**config.mk**
```make
export PLATFORM = sky130hd
export DESIGN_NAME = zone_proximity_beep_alert_flat
export DESIGN_NICKNAME = d
export VERILOG_FILES = /design/src/rtl/zpba_pkg.sv /design/src/rtl/zpba_in_if.sv /design/src/rtl/zpba_out_if.sv /design/src/rtl/zpba_front.sv /design/src/rtl/zpba_queue.sv /design/src/rtl/zpba_back.sv /design/src/rtl/zone_proximity_beep_alert.sv /design/src/flat_wrapper.sv
export SDC_FILE = /design/constraint.sdc
export NUM_CORES = 1
export LEC_CHECK = 0
export BUFFER_PORTS_ARGS = -buffer_cell sky130_fd_sc_hd__buf_4
export CAP_MARGIN = 20
export CORE_MARGIN = 1.5
export CORE_UTILIZATION = 50
export DETAILED_ROUTE_END_ITERATION = 16
export GPL_ROUTABILITY_DRIVEN = 0
export PLACE_DENSITY = 0.74
export SYNTH_ARGS = -nofsm -noshare
export SYNTH_HDL_FRONTEND = slang
export SYNTH_SLANG_ARGS = --single-unit
```
**constraint.sdc**
```tcl
create_clock -name clk -period 19.6 [get_ports clk]
set_clock_uncertainty 0.15 [all_clocks]
set_input_delay 3.92 -clock clk [delete_from_list [all_inputs] [get_ports clk]]
set_output_delay 3.92 -clock clk [all_outputs]
set_load 0.1 [all_outputs]
```
**src/rtl/zpba_pkg.sv**
```systemverilog
// ----------------------------------------------------------------------------
// zpba_pkg
// Shared types, constants and table functions of the zone proximity alert.
// ----------------------------------------------------------------------------
package zpba_pkg;

  // Zones in one frame; the frame average divides the frame sum by this
  localparam int ZONE_COUNT = 16;

  // Field widths
  localparam int LIMIT_W = 10;
  localparam int MM_W    = 13;
  localparam int CM_W    = 10;
  localparam int SUM_W   = 16;
  localparam int TIME_W  = 32;
  localparam int FREQ_W  = 12;
  localparam int COUNT_W = 16;
  localparam int LEVEL_W = 3;
  localparam int TICK_W  = 8;

  // Divide by ten: multiply by the reciprocal 52429 / 2^19, exact below 43690
  localparam int DIV10_MUL    = 52429;
  localparam int DIV10_MUL_W  = 16;
  localparam int DIV10_SHIFT  = 19;
  localparam int DIV10_PROD_W = MM_W + DIV10_MUL_W;

  // Configuration register indexes
  localparam int REG_IDX_W = 3;
  localparam logic [REG_IDX_W-1:0] REG_IMMEDIATE = 3'd0;
  localparam logic [REG_IDX_W-1:0] REG_CLOSE     = 3'd1;
  localparam logic [REG_IDX_W-1:0] REG_MEDIUM    = 3'd2;
  localparam logic [REG_IDX_W-1:0] REG_MEDIUMFAR = 3'd3;
  localparam logic [REG_IDX_W-1:0] REG_FAR       = 3'd4;

  // Queue between front and back
  localparam int QUEUE_DEPTH = 2;
  localparam int QPTR_W      = (QUEUE_DEPTH > 1) ? $clog2(QUEUE_DEPTH) : 1;
  localparam int QCNT_W      = $clog2(QUEUE_DEPTH + 1);

  typedef enum logic [LEVEL_W-1:0] {
    LVL_SILENT    = 3'd0,
    LVL_FAR       = 3'd1,
    LVL_MEDIUMFAR = 3'd2,
    LVL_MEDIUM    = 3'd3,
    LVL_CLOSE     = 3'd4,
    LVL_IMMEDIATE = 3'd5
  } level_t;

  typedef struct packed {
    logic [LIMIT_W-1:0] immediate_cm;
    logic [LIMIT_W-1:0] close_cm;
    logic [LIMIT_W-1:0] medium_cm;
    logic [LIMIT_W-1:0] mediumfar_cm;
    logic [LIMIT_W-1:0] far_cm;
  } limits_t;

  typedef struct packed {
    level_t              zone_level;
    logic                frame_last;
    logic [SUM_W-1:0]    avg_cm;
    logic [TIME_W-1:0]   time_ms;
  } qentry_t;

  // Sort a distance in cm into a level, nearest limit first
  function automatic level_t classify(input logic [SUM_W-1:0] cm, input limits_t lim);
    level_t lvl;
    if (cm <= SUM_W'(lim.immediate_cm)) lvl = LVL_IMMEDIATE;
    else if (cm <= SUM_W'(lim.close_cm)) lvl = LVL_CLOSE;
    else if (cm <= SUM_W'(lim.medium_cm)) lvl = LVL_MEDIUM;
    else if (cm <= SUM_W'(lim.mediumfar_cm)) lvl = LVL_MEDIUMFAR;
    else if (cm <= SUM_W'(lim.far_cm)) lvl = LVL_FAR;
    else lvl = LVL_SILENT;
    return lvl;
  endfunction

  function automatic logic [FREQ_W-1:0] tone_freq(input level_t lvl);
    logic [FREQ_W-1:0] f;
    case (lvl)
      LVL_FAR:       f = 12'd800;
      LVL_MEDIUMFAR: f = 12'd1000;
      LVL_MEDIUM:    f = 12'd1200;
      LVL_CLOSE:     f = 12'd1800;
      LVL_IMMEDIATE: f = 12'd2500;
      default:       f = 12'd0;
    endcase
    return f;
  endfunction

  // Beep length in ms
  function automatic logic [TICK_W-1:0] beep_dur(input level_t lvl);
    logic [TICK_W-1:0] d;
    case (lvl)
      LVL_FAR, LVL_MEDIUMFAR, LVL_MEDIUM, LVL_CLOSE: d = 8'd50;
      LVL_IMMEDIATE: d = 8'd70;
      default:       d = 8'd0;
    endcase
    return d;
  endfunction

  // Gap between beeps in ms
  function automatic logic [TICK_W-1:0] beep_gap(input level_t lvl);
    logic [TICK_W-1:0] g;
    case (lvl)
      LVL_FAR, LVL_MEDIUMFAR: g = 8'd50;
      LVL_MEDIUM:    g = 8'd80;
      LVL_CLOSE:     g = 8'd120;
      LVL_IMMEDIATE: g = 8'd200;
      default:       g = 8'd0;
    endcase
    return g;
  endfunction

endpackage

```
**src/rtl/zpba_in_if.sv**
```systemverilog
// ----------------------------------------------------------------------------
// zpba_in_if
// Zone sample channel: valid/ready with distance, frame marker and time.
// ----------------------------------------------------------------------------
interface zpba_in_if;
  logic                        valid;
  logic                        ready;
  logic [zpba_pkg::MM_W-1:0]   zone_mm;
  logic                        frame_last;
  logic [zpba_pkg::TIME_W-1:0] time_ms;

  modport source (output valid, output zone_mm, output frame_last, output time_ms,
                  input ready);
  modport sink (input valid, input zone_mm, input frame_last, input time_ms,
                output ready);
endinterface

```
**src/rtl/zpba_out_if.sv**
```systemverilog
// ----------------------------------------------------------------------------
// zpba_out_if
// Alert result channel: valid/ready with zone level and beeper status.
// ----------------------------------------------------------------------------
interface zpba_out_if;
  logic                         valid;
  logic                         ready;
  logic [zpba_pkg::LEVEL_W-1:0] zone_level;
  logic                         frame_done;
  logic [zpba_pkg::LEVEL_W-1:0] frame_level;
  logic                         beep_on;
  logic [zpba_pkg::FREQ_W-1:0]  tone_freq_hz;
  logic [zpba_pkg::COUNT_W-1:0] beep_total;

  modport source (output valid, output zone_level, output frame_done,
                  output frame_level, output beep_on, output tone_freq_hz,
                  output beep_total, input ready);
  modport sink (input valid, input zone_level, input frame_done,
                input frame_level, input beep_on, input tone_freq_hz,
                input beep_total, output ready);
endinterface

```
**src/rtl/zpba_front.sv**
```systemverilog
// ----------------------------------------------------------------------------
// zpba_front
// Accept zone samples, convert to cm, classify and keep the frame sum.
// ----------------------------------------------------------------------------
module zpba_front (
  input  logic              clk,
  input  logic              rst,
  zpba_in_if.sink           zone_in,
  input  zpba_pkg::limits_t limits,
  input  logic              q_full,
  output logic              push,
  output zpba_pkg::qentry_t push_data
);

  logic [zpba_pkg::DIV10_PROD_W-1:0] cm_prod;
  logic [zpba_pkg::CM_W-1:0]         cm;
  logic [zpba_pkg::SUM_W:0]          sum_wide;
  logic [zpba_pkg::SUM_W-1:0]        sum_sat;
  logic [zpba_pkg::SUM_W-1:0]        avg_cm;
  logic [zpba_pkg::SUM_W-1:0]        frame_sum;
  logic [zpba_pkg::SUM_W-1:0]        frame_sum_next;

  // Accept whenever the queue has room
  assign zone_in.ready = !q_full;
  assign push          = zone_in.valid && !q_full;

  // Millimetres to whole centimetres by reciprocal multiply
  assign cm_prod = zpba_pkg::DIV10_PROD_W'(zone_in.zone_mm)
                 * zpba_pkg::DIV10_PROD_W'(zpba_pkg::DIV10_MUL);
  assign cm      = cm_prod[zpba_pkg::DIV10_SHIFT +: zpba_pkg::CM_W];

  // Saturating frame sum including this zone
  assign sum_wide = {1'b0, frame_sum} + (zpba_pkg::SUM_W + 1)'(cm);
  assign sum_sat  = sum_wide[zpba_pkg::SUM_W] ? '1 : sum_wide[zpba_pkg::SUM_W-1:0];

  // Frame average (zone count is a power of two, so this is a shift)
  assign avg_cm = zpba_pkg::SUM_W'(sum_sat / zpba_pkg::SUM_W'(zpba_pkg::ZONE_COUNT));

  // Build the queue entry
  always_comb begin
    push_data.zone_level = zpba_pkg::classify(zpba_pkg::SUM_W'(cm), limits);
    push_data.frame_last = zone_in.frame_last;
    push_data.avg_cm     = zone_in.frame_last ? avg_cm : '0;
    push_data.time_ms    = zone_in.time_ms;
  end

  // Advance the frame sum; clear it at the frame end
  always_comb begin
    frame_sum_next = frame_sum;
    if (push) begin
      frame_sum_next = zone_in.frame_last ? '0 : sum_sat;
    end
  end

  always_ff @(posedge clk) begin
    if (rst) begin
      frame_sum <= '0;
    end else begin
      frame_sum <= frame_sum_next;
    end
  end

endmodule

```
**src/rtl/zpba_queue.sv**
```systemverilog
// ----------------------------------------------------------------------------
// zpba_queue
// Short first-in first-out queue between the front and the back.
// ----------------------------------------------------------------------------
module zpba_queue (
  input  logic              clk,
  input  logic              rst,
  input  logic              push,
  input  zpba_pkg::qentry_t push_data,
  output logic              full,
  input  logic              pop,
  output logic              q_valid,
  output zpba_pkg::qentry_t q_data
);

  localparam logic [zpba_pkg::QPTR_W-1:0] PTR_LAST = zpba_pkg::QPTR_W'(zpba_pkg::QUEUE_DEPTH - 1);
  localparam logic [zpba_pkg::QCNT_W-1:0] CNT_FULL = zpba_pkg::QCNT_W'(zpba_pkg::QUEUE_DEPTH);

  zpba_pkg::qentry_t               entries [zpba_pkg::QUEUE_DEPTH];
  logic [zpba_pkg::QPTR_W-1:0]     wr_ptr;
  logic [zpba_pkg::QPTR_W-1:0]     wr_ptr_next;
  logic [zpba_pkg::QPTR_W-1:0]     rd_ptr;
  logic [zpba_pkg::QPTR_W-1:0]     rd_ptr_next;
  logic [zpba_pkg::QCNT_W-1:0]     count;
  logic [zpba_pkg::QCNT_W-1:0]     count_next;

  assign full    = (count == CNT_FULL);
  assign q_valid = (count != '0);
  assign q_data  = entries[rd_ptr];

  // Advance pointers and occupancy
  always_comb begin
    wr_ptr_next = wr_ptr;
    rd_ptr_next = rd_ptr;
    count_next  = count;
    if (push) begin
      wr_ptr_next = (wr_ptr == PTR_LAST) ? '0 : wr_ptr + 1'b1;
    end
    if (pop) begin
      rd_ptr_next = (rd_ptr == PTR_LAST) ? '0 : rd_ptr + 1'b1;
    end
    case ({push, pop})
      2'b10:   count_next = count + 1'b1;
      2'b01:   count_next = count - 1'b1;
      default: count_next = count;
    endcase
  end

  always_ff @(posedge clk) begin
    if (rst) begin
      wr_ptr <= '0;
      rd_ptr <= '0;
      count  <= '0;
    end else begin
      wr_ptr <= wr_ptr_next;
      rd_ptr <= rd_ptr_next;
      count  <= count_next;
    end
  end

  // Store the pushed item
  always_ff @(posedge clk) begin
    if (push) begin
      entries[wr_ptr] <= push_data;
    end
  end

`ifndef SYNTHESIS
  a_no_push_full: assert property (@(posedge clk) disable iff (rst)
    full |-> !push)
    else $error("queue pushed while full");
  a_no_pop_empty: assert property (@(posedge clk) disable iff (rst)
    !q_valid |-> !pop)
    else $error("queue popped while empty");
  a_count_range: assert property (@(posedge clk) disable iff (rst)
    count <= CNT_FULL)
    else $error("queue occupancy out of range");
`endif

endmodule

```
**src/rtl/zpba_back.sv**
```systemverilog
// ----------------------------------------------------------------------------
// zpba_back
// Classify the frame average, run the beeper and hold the result register.
// ----------------------------------------------------------------------------
module zpba_back (
  input  logic              clk,
  input  logic              rst,
  input  zpba_pkg::limits_t limits,
  input  logic              q_valid,
  input  zpba_pkg::qentry_t q_data,
  output logic              pop,
  zpba_out_if.source        alert_out
);

  zpba_pkg::level_t                active_level;
  zpba_pkg::level_t                active_level_next;
  logic                            beeping;
  logic                            beeping_next;
  logic [zpba_pkg::TIME_W-1:0]     beep_start_ms;
  logic [zpba_pkg::TIME_W-1:0]     beep_start_ms_next;
  logic [zpba_pkg::TIME_W-1:0]     beep_end_ms;
  logic [zpba_pkg::TIME_W-1:0]     beep_end_ms_next;
  logic [zpba_pkg::COUNT_W-1:0]    beep_counter;
  logic [zpba_pkg::COUNT_W-1:0]    beep_counter_next;

  zpba_pkg::level_t                avg_level;
  logic                            frame_evt;
  logic                            level_change;
  zpba_pkg::level_t                target_level;
  logic [zpba_pkg::TIME_W-1:0]     end_base;
  logic [zpba_pkg::TIME_W-1:0]     since_start;
  logic [zpba_pkg::TIME_W-1:0]     since_end;
  logic                            dur_done;
  logic                            gap_done;

  logic                            out_valid;
  logic                            out_valid_next;
  logic [zpba_pkg::LEVEL_W-1:0]    out_zone_level;
  logic                            out_frame_done;
  logic [zpba_pkg::LEVEL_W-1:0]    out_frame_level;
  logic                            out_beep_on;
  logic [zpba_pkg::FREQ_W-1:0]     out_tone_freq_hz;
  logic [zpba_pkg::COUNT_W-1:0]    out_beep_total;

  // Take the next item when the result register is free or draining
  assign pop = q_valid && (!out_valid || alert_out.ready);

  assign avg_level    = zpba_pkg::classify(q_data.avg_cm, limits);
  assign frame_evt    = pop && q_data.frame_last;
  assign level_change = (avg_level != active_level);
  assign target_level = level_change ? avg_level : active_level;
  assign end_base     = level_change ? '0 : beep_end_ms;

  // Modular elapsed times against the level's duration and gap
  assign since_start = q_data.time_ms - beep_start_ms;
  assign since_end   = q_data.time_ms - end_base;
  assign dur_done    = since_start >= zpba_pkg::TIME_W'(zpba_pkg::beep_dur(target_level));
  assign gap_done    = since_end >= zpba_pkg::TIME_W'(zpba_pkg::beep_gap(target_level));

  // Beeper update on a frame end
  always_comb begin
    active_level_next  = active_level;
    beeping_next       = beeping;
    beep_start_ms_next = beep_start_ms;
    beep_end_ms_next   = beep_end_ms;
    beep_counter_next  = beep_counter;
    if (frame_evt) begin
      active_level_next = target_level;
      beep_end_ms_next  = end_base;
      if (target_level == zpba_pkg::LVL_SILENT) begin
        beeping_next = 1'b0;
      end else if (beeping && !level_change) begin
        if (dur_done) begin
          beeping_next      = 1'b0;
          beep_end_ms_next  = q_data.time_ms;
          beep_counter_next = beep_counter + 1'b1;
        end
      end else begin
        beeping_next = gap_done;
        if (gap_done) begin
          beep_start_ms_next = q_data.time_ms;
        end
      end
    end
  end

  // Hold the result until it is taken
  always_comb begin
    out_valid_next = out_valid;
    if (pop) begin
      out_valid_next = 1'b1;
    end else if (alert_out.ready) begin
      out_valid_next = 1'b0;
    end
  end

  always_ff @(posedge clk) begin
    if (rst) begin
      active_level  <= zpba_pkg::LVL_SILENT;
      beeping       <= 1'b0;
      beep_start_ms <= '0;
      beep_end_ms   <= '0;
      beep_counter  <= '0;
      out_valid     <= 1'b0;
    end else begin
      active_level  <= active_level_next;
      beeping       <= beeping_next;
      beep_start_ms <= beep_start_ms_next;
      beep_end_ms   <= beep_end_ms_next;
      beep_counter  <= beep_counter_next;
      out_valid     <= out_valid_next;
    end
  end

  // Load the result payload
  always_ff @(posedge clk) begin
    if (pop) begin
      out_zone_level   <= q_data.zone_level;
      out_frame_done   <= q_data.frame_last;
      out_frame_level  <= q_data.frame_last ? avg_level : zpba_pkg::LVL_SILENT;
      out_beep_on      <= beeping_next;
      out_tone_freq_hz <= zpba_pkg::tone_freq(active_level_next);
      out_beep_total   <= beep_counter_next;
    end
  end

  assign alert_out.valid        = out_valid;
  assign alert_out.zone_level   = out_zone_level;
  assign alert_out.frame_done   = out_frame_done;
  assign alert_out.frame_level  = out_frame_level;
  assign alert_out.beep_on      = out_beep_on;
  assign alert_out.tone_freq_hz = out_tone_freq_hz;
  assign alert_out.beep_total   = out_beep_total;

`ifndef SYNTHESIS
  a_avg_only_on_frame: assert property (@(posedge clk) disable iff (rst)
    (out_valid && !out_frame_done) |-> (out_frame_level == zpba_pkg::LVL_SILENT))
    else $error("average level reported outside a frame end");
  a_count_on_beep_end: assert property (@(posedge clk) disable iff (rst)
    (beep_counter_next != beep_counter) |-> (beeping && !beeping_next))
    else $error("beep counted without a beep ending");
  a_silent_quiet: assert property (@(posedge clk) disable iff (rst)
    (active_level == zpba_pkg::LVL_SILENT) |-> !beeping)
    else $error("beeping while silent");
`endif

endmodule

```
**src/rtl/zone_proximity_beep_alert.sv**
```systemverilog
// ----------------------------------------------------------------------------
// zone_proximity_beep_alert
// Zone distance classifier with frame averaging and a level-driven beeper.
// ----------------------------------------------------------------------------
// Takes one zone sample per clock and returns one result per sample, in
// order. The front converts and classifies an accepted sample and pushes
// it into a two-entry queue; the back pops it through the beeper and into
// the result register. Throughput is one item per cycle as long as results
// are taken; a stalled output fills the result register and the queue,
// then input ready drops. Limit registers are to be written through the
// write port only while no item is in flight; the block does not enforce
// this. There is no clearing pass after reset.
module zone_proximity_beep_alert (
  input  logic                             clk,
  input  logic                             rst,
  zpba_in_if.sink                          zone_in,
  zpba_out_if.source                       alert_out,
  input  logic                             cfg_wr_en,
  input  logic [zpba_pkg::REG_IDX_W-1:0]   cfg_index,
  input  logic [zpba_pkg::LIMIT_W-1:0]     cfg_data
);

  zpba_pkg::limits_t limits;
  logic              push;
  zpba_pkg::qentry_t push_data;
  logic              q_full;
  logic              pop;
  logic              q_valid;
  zpba_pkg::qentry_t q_data;

  // Limit registers; writes beyond the list are dropped
  always_ff @(posedge clk) begin
    if (rst) begin
      limits.immediate_cm <= 10'd40;
      limits.close_cm     <= 10'd80;
      limits.medium_cm    <= 10'd100;
      limits.mediumfar_cm <= 10'd150;
      limits.far_cm       <= 10'd200;
    end else if (cfg_wr_en) begin
      case (cfg_index)
        zpba_pkg::REG_IMMEDIATE: limits.immediate_cm <= cfg_data;
        zpba_pkg::REG_CLOSE:     limits.close_cm     <= cfg_data;
        zpba_pkg::REG_MEDIUM:    limits.medium_cm    <= cfg_data;
        zpba_pkg::REG_MEDIUMFAR: limits.mediumfar_cm <= cfg_data;
        zpba_pkg::REG_FAR:       limits.far_cm       <= cfg_data;
        default: ;
      endcase
    end
  end

  zpba_front u_front (
    .clk       (clk),
    .rst       (rst),
    .zone_in   (zone_in),
    .limits    (limits),
    .q_full    (q_full),
    .push      (push),
    .push_data (push_data)
  );

  zpba_queue u_queue (
    .clk       (clk),
    .rst       (rst),
    .push      (push),
    .push_data (push_data),
    .full      (q_full),
    .pop       (pop),
    .q_valid   (q_valid),
    .q_data    (q_data)
  );

  zpba_back u_back (
    .clk       (clk),
    .rst       (rst),
    .limits    (limits),
    .q_valid   (q_valid),
    .q_data    (q_data),
    .pop       (pop),
    .alert_out (alert_out)
  );

endmodule
```
**src/flat_wrapper.sv**
```systemverilog
// flat-port wrapper written by rule: the top's interface ports become plain ports
module zone_proximity_beep_alert_flat 
  (clk, rst, cfg_wr_en, cfg_index, cfg_data, zone_in_valid, zone_in_zone_mm, zone_in_frame_last, zone_in_time_ms, zone_in_ready, alert_out_valid, alert_out_zone_level, alert_out_frame_done, alert_out_frame_level, alert_out_beep_on, alert_out_tone_freq_hz, alert_out_beep_total, alert_out_ready);
  zpba_in_if zone_in_i ();
  zpba_out_if alert_out_i ();
  input  logic clk;
  input  logic rst;
  input  logic cfg_wr_en;
  input  logic [zpba_pkg::REG_IDX_W-1:0] cfg_index;
  input  logic [zpba_pkg::LIMIT_W-1:0] cfg_data;
  input wire logic [$bits(zone_in_i.valid)-1:0] zone_in_valid;
  input wire logic [$bits(zone_in_i.zone_mm)-1:0] zone_in_zone_mm;
  input wire logic [$bits(zone_in_i.frame_last)-1:0] zone_in_frame_last;
  input wire logic [$bits(zone_in_i.time_ms)-1:0] zone_in_time_ms;
  output wire logic [$bits(zone_in_i.ready)-1:0] zone_in_ready;
  output wire logic [$bits(alert_out_i.valid)-1:0] alert_out_valid;
  output wire logic [$bits(alert_out_i.zone_level)-1:0] alert_out_zone_level;
  output wire logic [$bits(alert_out_i.frame_done)-1:0] alert_out_frame_done;
  output wire logic [$bits(alert_out_i.frame_level)-1:0] alert_out_frame_level;
  output wire logic [$bits(alert_out_i.beep_on)-1:0] alert_out_beep_on;
  output wire logic [$bits(alert_out_i.tone_freq_hz)-1:0] alert_out_tone_freq_hz;
  output wire logic [$bits(alert_out_i.beep_total)-1:0] alert_out_beep_total;
  input wire logic [$bits(alert_out_i.ready)-1:0] alert_out_ready;
  assign zone_in_i.valid = zone_in_valid;
  assign zone_in_i.zone_mm = zone_in_zone_mm;
  assign zone_in_i.frame_last = zone_in_frame_last;
  assign zone_in_i.time_ms = zone_in_time_ms;
  assign zone_in_ready = zone_in_i.ready;
  assign alert_out_valid = alert_out_i.valid;
  assign alert_out_zone_level = alert_out_i.zone_level;
  assign alert_out_frame_done = alert_out_i.frame_done;
  assign alert_out_frame_level = alert_out_i.frame_level;
  assign alert_out_beep_on = alert_out_i.beep_on;
  assign alert_out_tone_freq_hz = alert_out_i.tone_freq_hz;
  assign alert_out_beep_total = alert_out_i.beep_total;
  assign alert_out_i.ready = alert_out_ready;
  zone_proximity_beep_alert u_core (.clk(clk), .rst(rst), .zone_in(zone_in_i), .alert_out(alert_out_i), .cfg_wr_en(cfg_wr_en), .cfg_index(cfg_index), .cfg_data(cfg_data));
endmodule
```
==> results.sh, run 1 <==
export IMPL_drcViolationCount=0
export IMPL_reg2reg_setup_slack_ns=9.70
export IMPL_p_sw_mw=2.06
export IMPL_path_depth=27
export IMPL_clk_path_buf_depth=3
export IMPL_crit_fanout=14
export IMPL_grt_pass1_vias=16500
export IMPL_rr_worst_depth=32
export IMPL_dp_slack_ns=7.80
export IMPL_vias_per_cell=5.93
export IMPL_seq_power_share_pct=19.6
export IMPL_max_vdd_ir_drop_mv=0.207
export IMPL_cts_root_buf="clkbuf_16"
export IMPL_intPower_mw=2.13
export IMPL_syn2layout_area_growth_pct=10.8
export IMPL_clkLatencyLatePin_ns=0.60
export IMPL_cp_slowest_cell="nor2_1"
export IMPL_final_cells=2848
export IMPL_r2r_end="u_core.u_back.beep_start_ms[6]$_SDFFE_PP0P_"
export IMPL_drv_cap=0
export IMPL_crit_path_start_kind="input pin"
export IMPL_p_sw_share_pct=49.2
export IMPL_drt_wl_total_um=52200
export IMPL_portBuffers=99
export IMPL_yosysMostFrequentCell="ha_1"
export IMPL_status="completed"
export IMPL_antenna_found_initial=0
export IMPL_cts_tree="built"
export IMPL_fin_crit_ns=11.27
export IMPL_critPathBufInv=5
export IMPL_min_period_over_period_pct=57.5
export IMPL_initial_utilization_pct=50.8
export IMPL_synth_cell_area_um2=20800
export IMPL_synth_commonest_cells="267 x ha_1, 232 x inv_1, 221 x nand2_1"
export IMPL_timing_worst_setup_path_type="in -> reg"
export IMPL_netlist_top_cells_area="edfxtp_1 19%, ha_1 16%, dfxtp_1 15%"
export IMPL_ctsHoldBuffers=0
export IMPL_drive_gt1_share_pct=11.7
export IMPL_netlist_instances=2213
export IMPL_worstSetupEndpointType="flop"
export IMPL_die_x_um=207
export IMPL_synth_seq_cells=285
export IMPL_antenna_cells=0
export IMPL_worstPathRequired_ns=19.87
export IMPL_dp_cells=2788
export IMPL_grt_max_degree=83
export IMPL_setup_slack_ns=8.33
export IMPL_clock_power_share_pct=14.0
export IMPL_vias=16900
export IMPL_worst_pin_slew_ns=1.07
export IMPL_cts_sinks=285
export IMPL_dieArea_um2=42800
export IMPL_ys_types=92
export IMPL_wl_per_cell_um=18.3
export IMPL_finalPower_mw=4.19
export IMPL_avgSynthCellArea_um2=9.39
export IMPL_final_util_pct=56.3
export IMPL_hpwlAfterDp_um=39700
export IMPL_drt_initial_drc_count=1120
export IMPL_core_um2=40900
export IMPL_grt_pass1_wl_um=84100
export IMPL_yosysTopAreaCell="edfxtp_1"
export IMPL_async_flop_share_pct=0
export IMPL_htreeDepth=1
export IMPL_synth_edff_count=129
export IMPL_ys_flop_type="dfxtp_1"
export IMPL_max_freq_ghz=0.0887
export IMPL_p_leak_nw=9.59
export IMPL_yosys_warnings=0
export IMPL_synth_seq_area_share_pct=33.7
export IMPL_die_h_um=207
export IMPL_setup_viol=0
export IMPL_path_delay_family="adder cells"
export IMPL_setup_tns_ns=0
export IMPL_nets=2673
export IMPL_maxSlewViolCount=0
export IMPL_overflow=0
export IMPL_cp_arrival_ns=11.55
export IMPL_dr_pass1_iters=5
export IMPL_cts_buffers=31
export IMPL_pwr_density_cell_nw_per_um2=182
export IMPL_relSlewSlack_pct=28.0
export IMPL_ios=102
export IMPL_ant_nets=0
export IMPL_cts_resized=0
export IMPL_post_cts_buffers=0
export IMPL_grt_usage_pct=24.5
export IMPL_slowest_delay_ns=0.75
export IMPL_hp_class="reg -> reg"
export IMPL_rows=74
export IMPL_combPwrFrac_pct=66.4
export IMPL_synth_top_area_share_pct=18.6
export IMPL_path_clk_slew_ns=0.06
export IMPL_startpoint="zone_in_zone_mm[11]"
export IMPL_rsz0062_at_grt="no"
export IMPL_hold_violations=0
export IMPL_critPathCapture="u_core.u_queue.entries[0][33]$_DFFE_PP_"
-- kinds of logic (layout without fill, tap and decap cells) --
family / Yosys count / in the layout / synth area share (%)
other: 1 / 2 / 0.0180
buffers and inverters: 297 / 399 / 5.60
muxes: 58 / 58 / 3.11
and+or+nand+nor: 631 / 631 / 14.6
adders and majority gates: 318 / 318 / 21.0
AOI/OAI and AO/OA: 556 / 556 / 19.2
xor gates and xnor gates: 67 / 67 / 2.86
DFF: 285 / 285 / 33.7
-- power by group through the flow --
stage               clock network [mW]  logic [mW]  registers, mW
finish                           0.586        2.78          0.821
global route                     0.621        3.08          0.832
CTS                              0.597        2.75          0.821
detailed placement                   0        2.73          0.832
global placement                     0        2.63          0.828
floorplan                            0        1.87           1.04
-- metrics by stage --
step	instance area, um^2	hold slack [ns]
floorplan	20800	0.274
global placement	22000	0.288
detailed placement	22000	0.295
CTS	23000	0.308
global route	23000	0.324
finish	23000	0.304
-- final cells by class --
class | count | area, um^2
Clock buffer | 40 | 845
Sequential cell | 285 | 7000
Clock inverter | 18 | 181
Timing Repair Buffer | 108 | 821
Multi-Input combinational cell | 1632 | 12600
Tap cell | 532 | 666
Fill cell | 3609 | 17900
Inverter | 233 | 875
-- flip-flops by register name, summed over array words and instances (netlist names), 2 cells and up, named ones only --
signal / cells
u_core.u_back.alert_out.zone_level: 3
u_core.limits: 50
u_core.u_back.active_level: 3
u_core.u_back.beep_end_ms: 32
u_core.u_back.alert_out.beep_total: 16
u_core.u_queue.entries: 96
u_core.u_queue.count: 2
u_core.u_back.beep_start_ms: 32
u_core.u_back.alert_out.frame_level: 3
u_core.u_back.beep_counter: 16
u_core.u_back.alert_out.tone_freq_hz: 9
u_core.u_front.frame_sum: 16
-- per-layer routing --
metal | share of wire, % | track usage [%] | routed length, um | vias up
met1 | 43 | 32.1 | 22500 | 8180
met5 | 0 | 0 | 0 | -
met2 | 48 | 41.6 | 25200 | 495
li1 | - | - | - | 8125
met3 | 6.0 | 3.89 | 3120 | 97
met4 | 2.7 | 7.55 | 1440 | 0
-- placed cells by master (no fill, tap or decap), drive strengths merged, types with 10 or more instances in the layout --
cell type  instances
a21oi            155
a211o             11
edfxtp           129
nand3             34
nand3b            15
buf              107
a21o              62
clkbuf            41
xor2              21
or3               16
nand2b            17
nand4             33
dfxtp            156
mux2              50
a2111oi           11
xnor2             46
o21a              28
a211oi            53
nor2b             30
clkinv            10
nor3              32
o2bb2ai           36
o21ai             69
o21bai            15
o211ai            23
nor2             154
nand2            221
inv              237
a31oi             14
nor4              16
and3              15
fa                51
and2              11
ha               267
-- worst min-delay path by stage --
stage	from	to	slack (ns)	depth (start not counted)
after floorplan	u_core.u_back.beep_end_ms[0]$_SDFFE_PP0P_	u_core.u_back.beep_end_ms[0]$_SDFFE_PP0P_	0.27	1
after global placement	u_core.u_back.beep_end_ms[0]$_SDFFE_PP0P_	u_core.u_back.beep_end_ms[0]$_SDFFE_PP0P_	0.29	1
after detailed placement	u_core.u_back.beep_end_ms[0]$_SDFFE_PP0P_	u_core.u_back.beep_end_ms[0]$_SDFFE_PP0P_	0.29	1
after CTS	u_core.limits[49]$_SDFFE_PP0P_	u_core.limits[49]$_SDFFE_PP0P_	0.31	2
after global routing	u_core.limits[38]$_SDFFE_PP0P_	u_core.limits[38]$_SDFFE_PP0P_	0.32	2
final	u_core.limits[2]$_SDFFE_PP0P_	u_core.limits[2]$_SDFFE_PP0P_	0.30	2
-- tightest hold or removal path: stages, from the launching register on --
cell and delay (ns):
dfxtp_1 0.30, nand2_1 0.05, a21oi_1 0.05
(Power assumes the default switching activity.)
==> run 2: changes to the inputs <==
--- a/config.mk
+++ b/config.mk
@@ -5,13 +5,14 @@
 export SDC_FILE = /design/constraint.sdc
 export NUM_CORES = 1
 export LEC_CHECK = 0
+export ABC_AREA = 1
 export BUFFER_PORTS_ARGS = -buffer_cell sky130_fd_sc_hd__buf_4
 export CAP_MARGIN = 20
 export CORE_MARGIN = 1.5
 export CORE_UTILIZATION = 50
 export DETAILED_ROUTE_END_ITERATION = 16
 export GPL_ROUTABILITY_DRIVEN = 0
-export PLACE_DENSITY = 0.74
+export PLACE_DENSITY = 0.77
 export SYNTH_ARGS = -nofsm -noshare
 export SYNTH_HDL_FRONTEND = slang
 export SYNTH_SLANG_ARGS = --single-unit
==> constraint.sdc (replaced) <==
create_clock -name clk -period 9.3 [get_ports clk]
set_clock_uncertainty 0.15 [all_clocks]
set_input_delay 1.86 -clock clk [delete_from_list [all_inputs] [get_ports clk]]
set_output_delay 1.86 -clock clk [all_outputs]
set_load 0.1 [all_outputs]
==> results.sh, run 2 <==
export IMPL_grt_max_degree=81
export IMPL_drt_wl_total_um=59400
export IMPL_final_util_pct=56.3
export IMPL_relSlewSlack_pct=33.0
export IMPL_reg2reg_setup_slack_ns=1.49
export IMPL_initial_utilization_pct=51.0
export IMPL_critPathCapture="u_core.u_queue.entries[1][39]$_DFFE_PP_"
export IMPL_grt_usage_pct=26.1
export IMPL_clk_path_buf_depth=3
export IMPL_setup_viol=0
export IMPL_drt_initial_drc_count=1739
export IMPL_syn2layout_area_growth_pct=10.5
export IMPL_synth_seq_cells=285
export IMPL_crit_path_start_kind="input pin"
export IMPL_drive_gt1_share_pct=8.25
export IMPL_ctsHoldBuffers=0
export IMPL_synth_compound_area_share_pct=11.8
export IMPL_async_flop_share_pct=0
export IMPL_grt_pass1_wl_um=95200
export IMPL_nets=3423
export IMPL_worst_pin_slew_ns=1.00
export IMPL_cp_slowest_cell="fa_1"
export IMPL_post_cts_buffers=0
export IMPL_synth_top_family_by_area="simple AND/OR/NAND/NOR gates"
export IMPL_cts_buffers=30
export IMPL_synth_cell_area_um2=22000
export IMPL_r2r_end="u_core.u_back.beep_start_ms[7]$_SDFFE_PP0P_"
export IMPL_dieArea_um2=45400
export IMPL_top_register="u_core.u_queue.entries"
export IMPL_cts_sinks=285
export IMPL_worstPathRequired_ns=9.53
export IMPL_vias=20000
export IMPL_fin_crit_ns=8.68
export IMPL_top_regs="u_core.u_queue.entries (96), u_core.limits (50)"
export IMPL_overflow=0
export IMPL_vias_per_cell=5.48
export IMPL_worstSetupEndpointType="flop"
export IMPL_yosys_warnings=0
export IMPL_synthAdderAreaFrac_pct=19.8
export IMPL_clkLatencyLatePin_ns=0.60
export IMPL_grt_pass1_vias=19400
export IMPL_timing_worst_setup_path_type="in -> reg"
export IMPL_largest_register_ffs=96
export IMPL_hold_violations=0
export IMPL_die_h_um=213
export IMPL_drcViolationCount=0
export IMPL_core_um2=43300
export IMPL_final_common_cell="nand2_1"
export IMPL_htreeDepth=1
export IMPL_setup_slack_ns=0.621
export IMPL_wl_per_cell_um=16.3
export IMPL_cts_resized=0
export IMPL_drv_cap=0
export IMPL_synth_edff_count=129
export IMPL_ant_nets=0
export IMPL_synth_seq_area_share_pct=31.7
export IMPL_cp_arrival_ns=8.91
export IMPL_setup_tns_ns=0
export IMPL_cts_tree="built"
export IMPL_synth_simple_area_share_pct=25.3
export IMPL_synth_xor_xnor_area_share_pct=1.82
export IMPL_antenna_found_initial=0
export IMPL_yosysTopAreaCell="edfxtp_1"
export IMPL_antenna_cells=0
export IMPL_rsz0062_at_grt="no"
export IMPL_cts_root_buf="clkbuf_16"
export IMPL_hpwlAfterDp_um=46000
export IMPL_path_clk_slew_ns=0.06
export IMPL_startpoint="zone_in_zone_mm[5]"
export IMPL_ys_types=55
export IMPL_final_cell_mix="719 x nand2_1, 450 x inv_1, 271 x a21oi_1, 267 x ha_1, 246 x nor2_1"
export IMPL_netlist_instances=2960
export IMPL_rr_worst_depth=46
export IMPL_status="completed"
export IMPL_dp_slack_ns=0.320
export IMPL_muxShareOfSynthArea_pct=0.0908
export IMPL_min_period_over_period_pct=93.3
export IMPL_maxSlewViolCount=0
export IMPL_synth_top_area_share_pct=17.6
export IMPL_dr_pass1_iters=8
export IMPL_crit_fanout=15
export IMPL_ys_flop_type="dfxtp_1"
export IMPL_fin_hold_ws_ns=0.320
export IMPL_slowest_delay_ns=0.54
export IMPL_hp_class="reg -> reg"
export IMPL_netlist_top_cells_area="edfxtp_1 18%, ha_1 15%, dfxtp_1 14%"
export IMPL_max_freq_ghz=0.115
export IMPL_yosysMostFrequentCell="nand2_1"
export IMPL_portBuffers=99
export IMPL_avgSynthCellArea_um2=7.45
export IMPL_die_x_um=213
export IMPL_rows=76
export IMPL_synth_commonest_cells="719 x nand2_1, 450 x inv_1, 272 x a21oi_1"
export IMPL_ios=102
[run 2: cells by family (layout without fill, tap and decap cells)]
kind of cell	count (synthesis)	count (layout)
simple gates	1293	1293
buf+inv	526	630
compound gates	490	490
fa+ha+maj	318	318
flops	285	285
xor+xnor	45	45
mux	2	2
other cells	1	2
[run 2: how the worst min path moves through the flow]
stage	start	to	slack, ns	depth (start not counted)
floorplan	u_core.u_queue.rd_ptr$_SDFFE_PP0P_	flop	0.28	1
global placement	u_core.u_queue.rd_ptr$_SDFFE_PP0P_	flop	0.28	1
detailed placement	u_core.u_queue.rd_ptr$_SDFFE_PP0P_	flop	0.30	1
CTS	u_core.u_back.beep_end_ms[27]$_SDFFE_PP0P_	u_core.u_back.beep_end_ms[27]$_SDFFE_PP0P_	0.32	2
global route	u_core.u_back.beep_end_ms[27]$_SDFFE_PP0P_	u_core.u_back.beep_end_ms[27]$_SDFFE_PP0P_	0.33	2
finish	u_core.u_queue.rd_ptr$_SDFFE_PP0P_	flop	0.32	1
[run 2: area by class of cell]
cell class                      count  area, um^2
Tap cell                          585         732
Inverter                          459        1720
Sequential cell                   285        7000
Timing Repair Buffer              115         863
Multi-Input combinational cell   2150       13000
Clock inverter                     13         186
Clock buffer                       43         861
Fill cell                        3926       18900
[run 2: worst max-delay path, delay by kind of cell]
| kind | cells | cell delay [ns] |
|---|---|---|
| AOI/OAI and AO/OA | 11 | 2.22 |
| xor gates and xnor gates | 1 | 0.48 |
| adders and majority gates | 7 | 3.10 |
| buffers and inverters | 4 | 0.47 |
| and+or+nand+nor | 6 | 0.78 |
[run 2: routing by layer]
metal  global-route usage, %  up-vias  part of all wire, %
li1                        -     9870                    -
met1                    31.5     9233                   41
met2                    46.9      750                   49
met3                    3.25      159                  6.2
met4                    10.2        0                  3.7
met5                       0        -                    0
[run 2: metrics by stage]
step,area [um^2],instances
after floorplan,22100,2961
after global placement,23300,3594
after detailed placement,23300,3594
after CTS,24400,3650
after global routing,24400,3650
final,24400,3650
Power of run 2 is not shown: default switching activity piles up to over one toggle a cycle in this logic, so the estimate is an artifact.
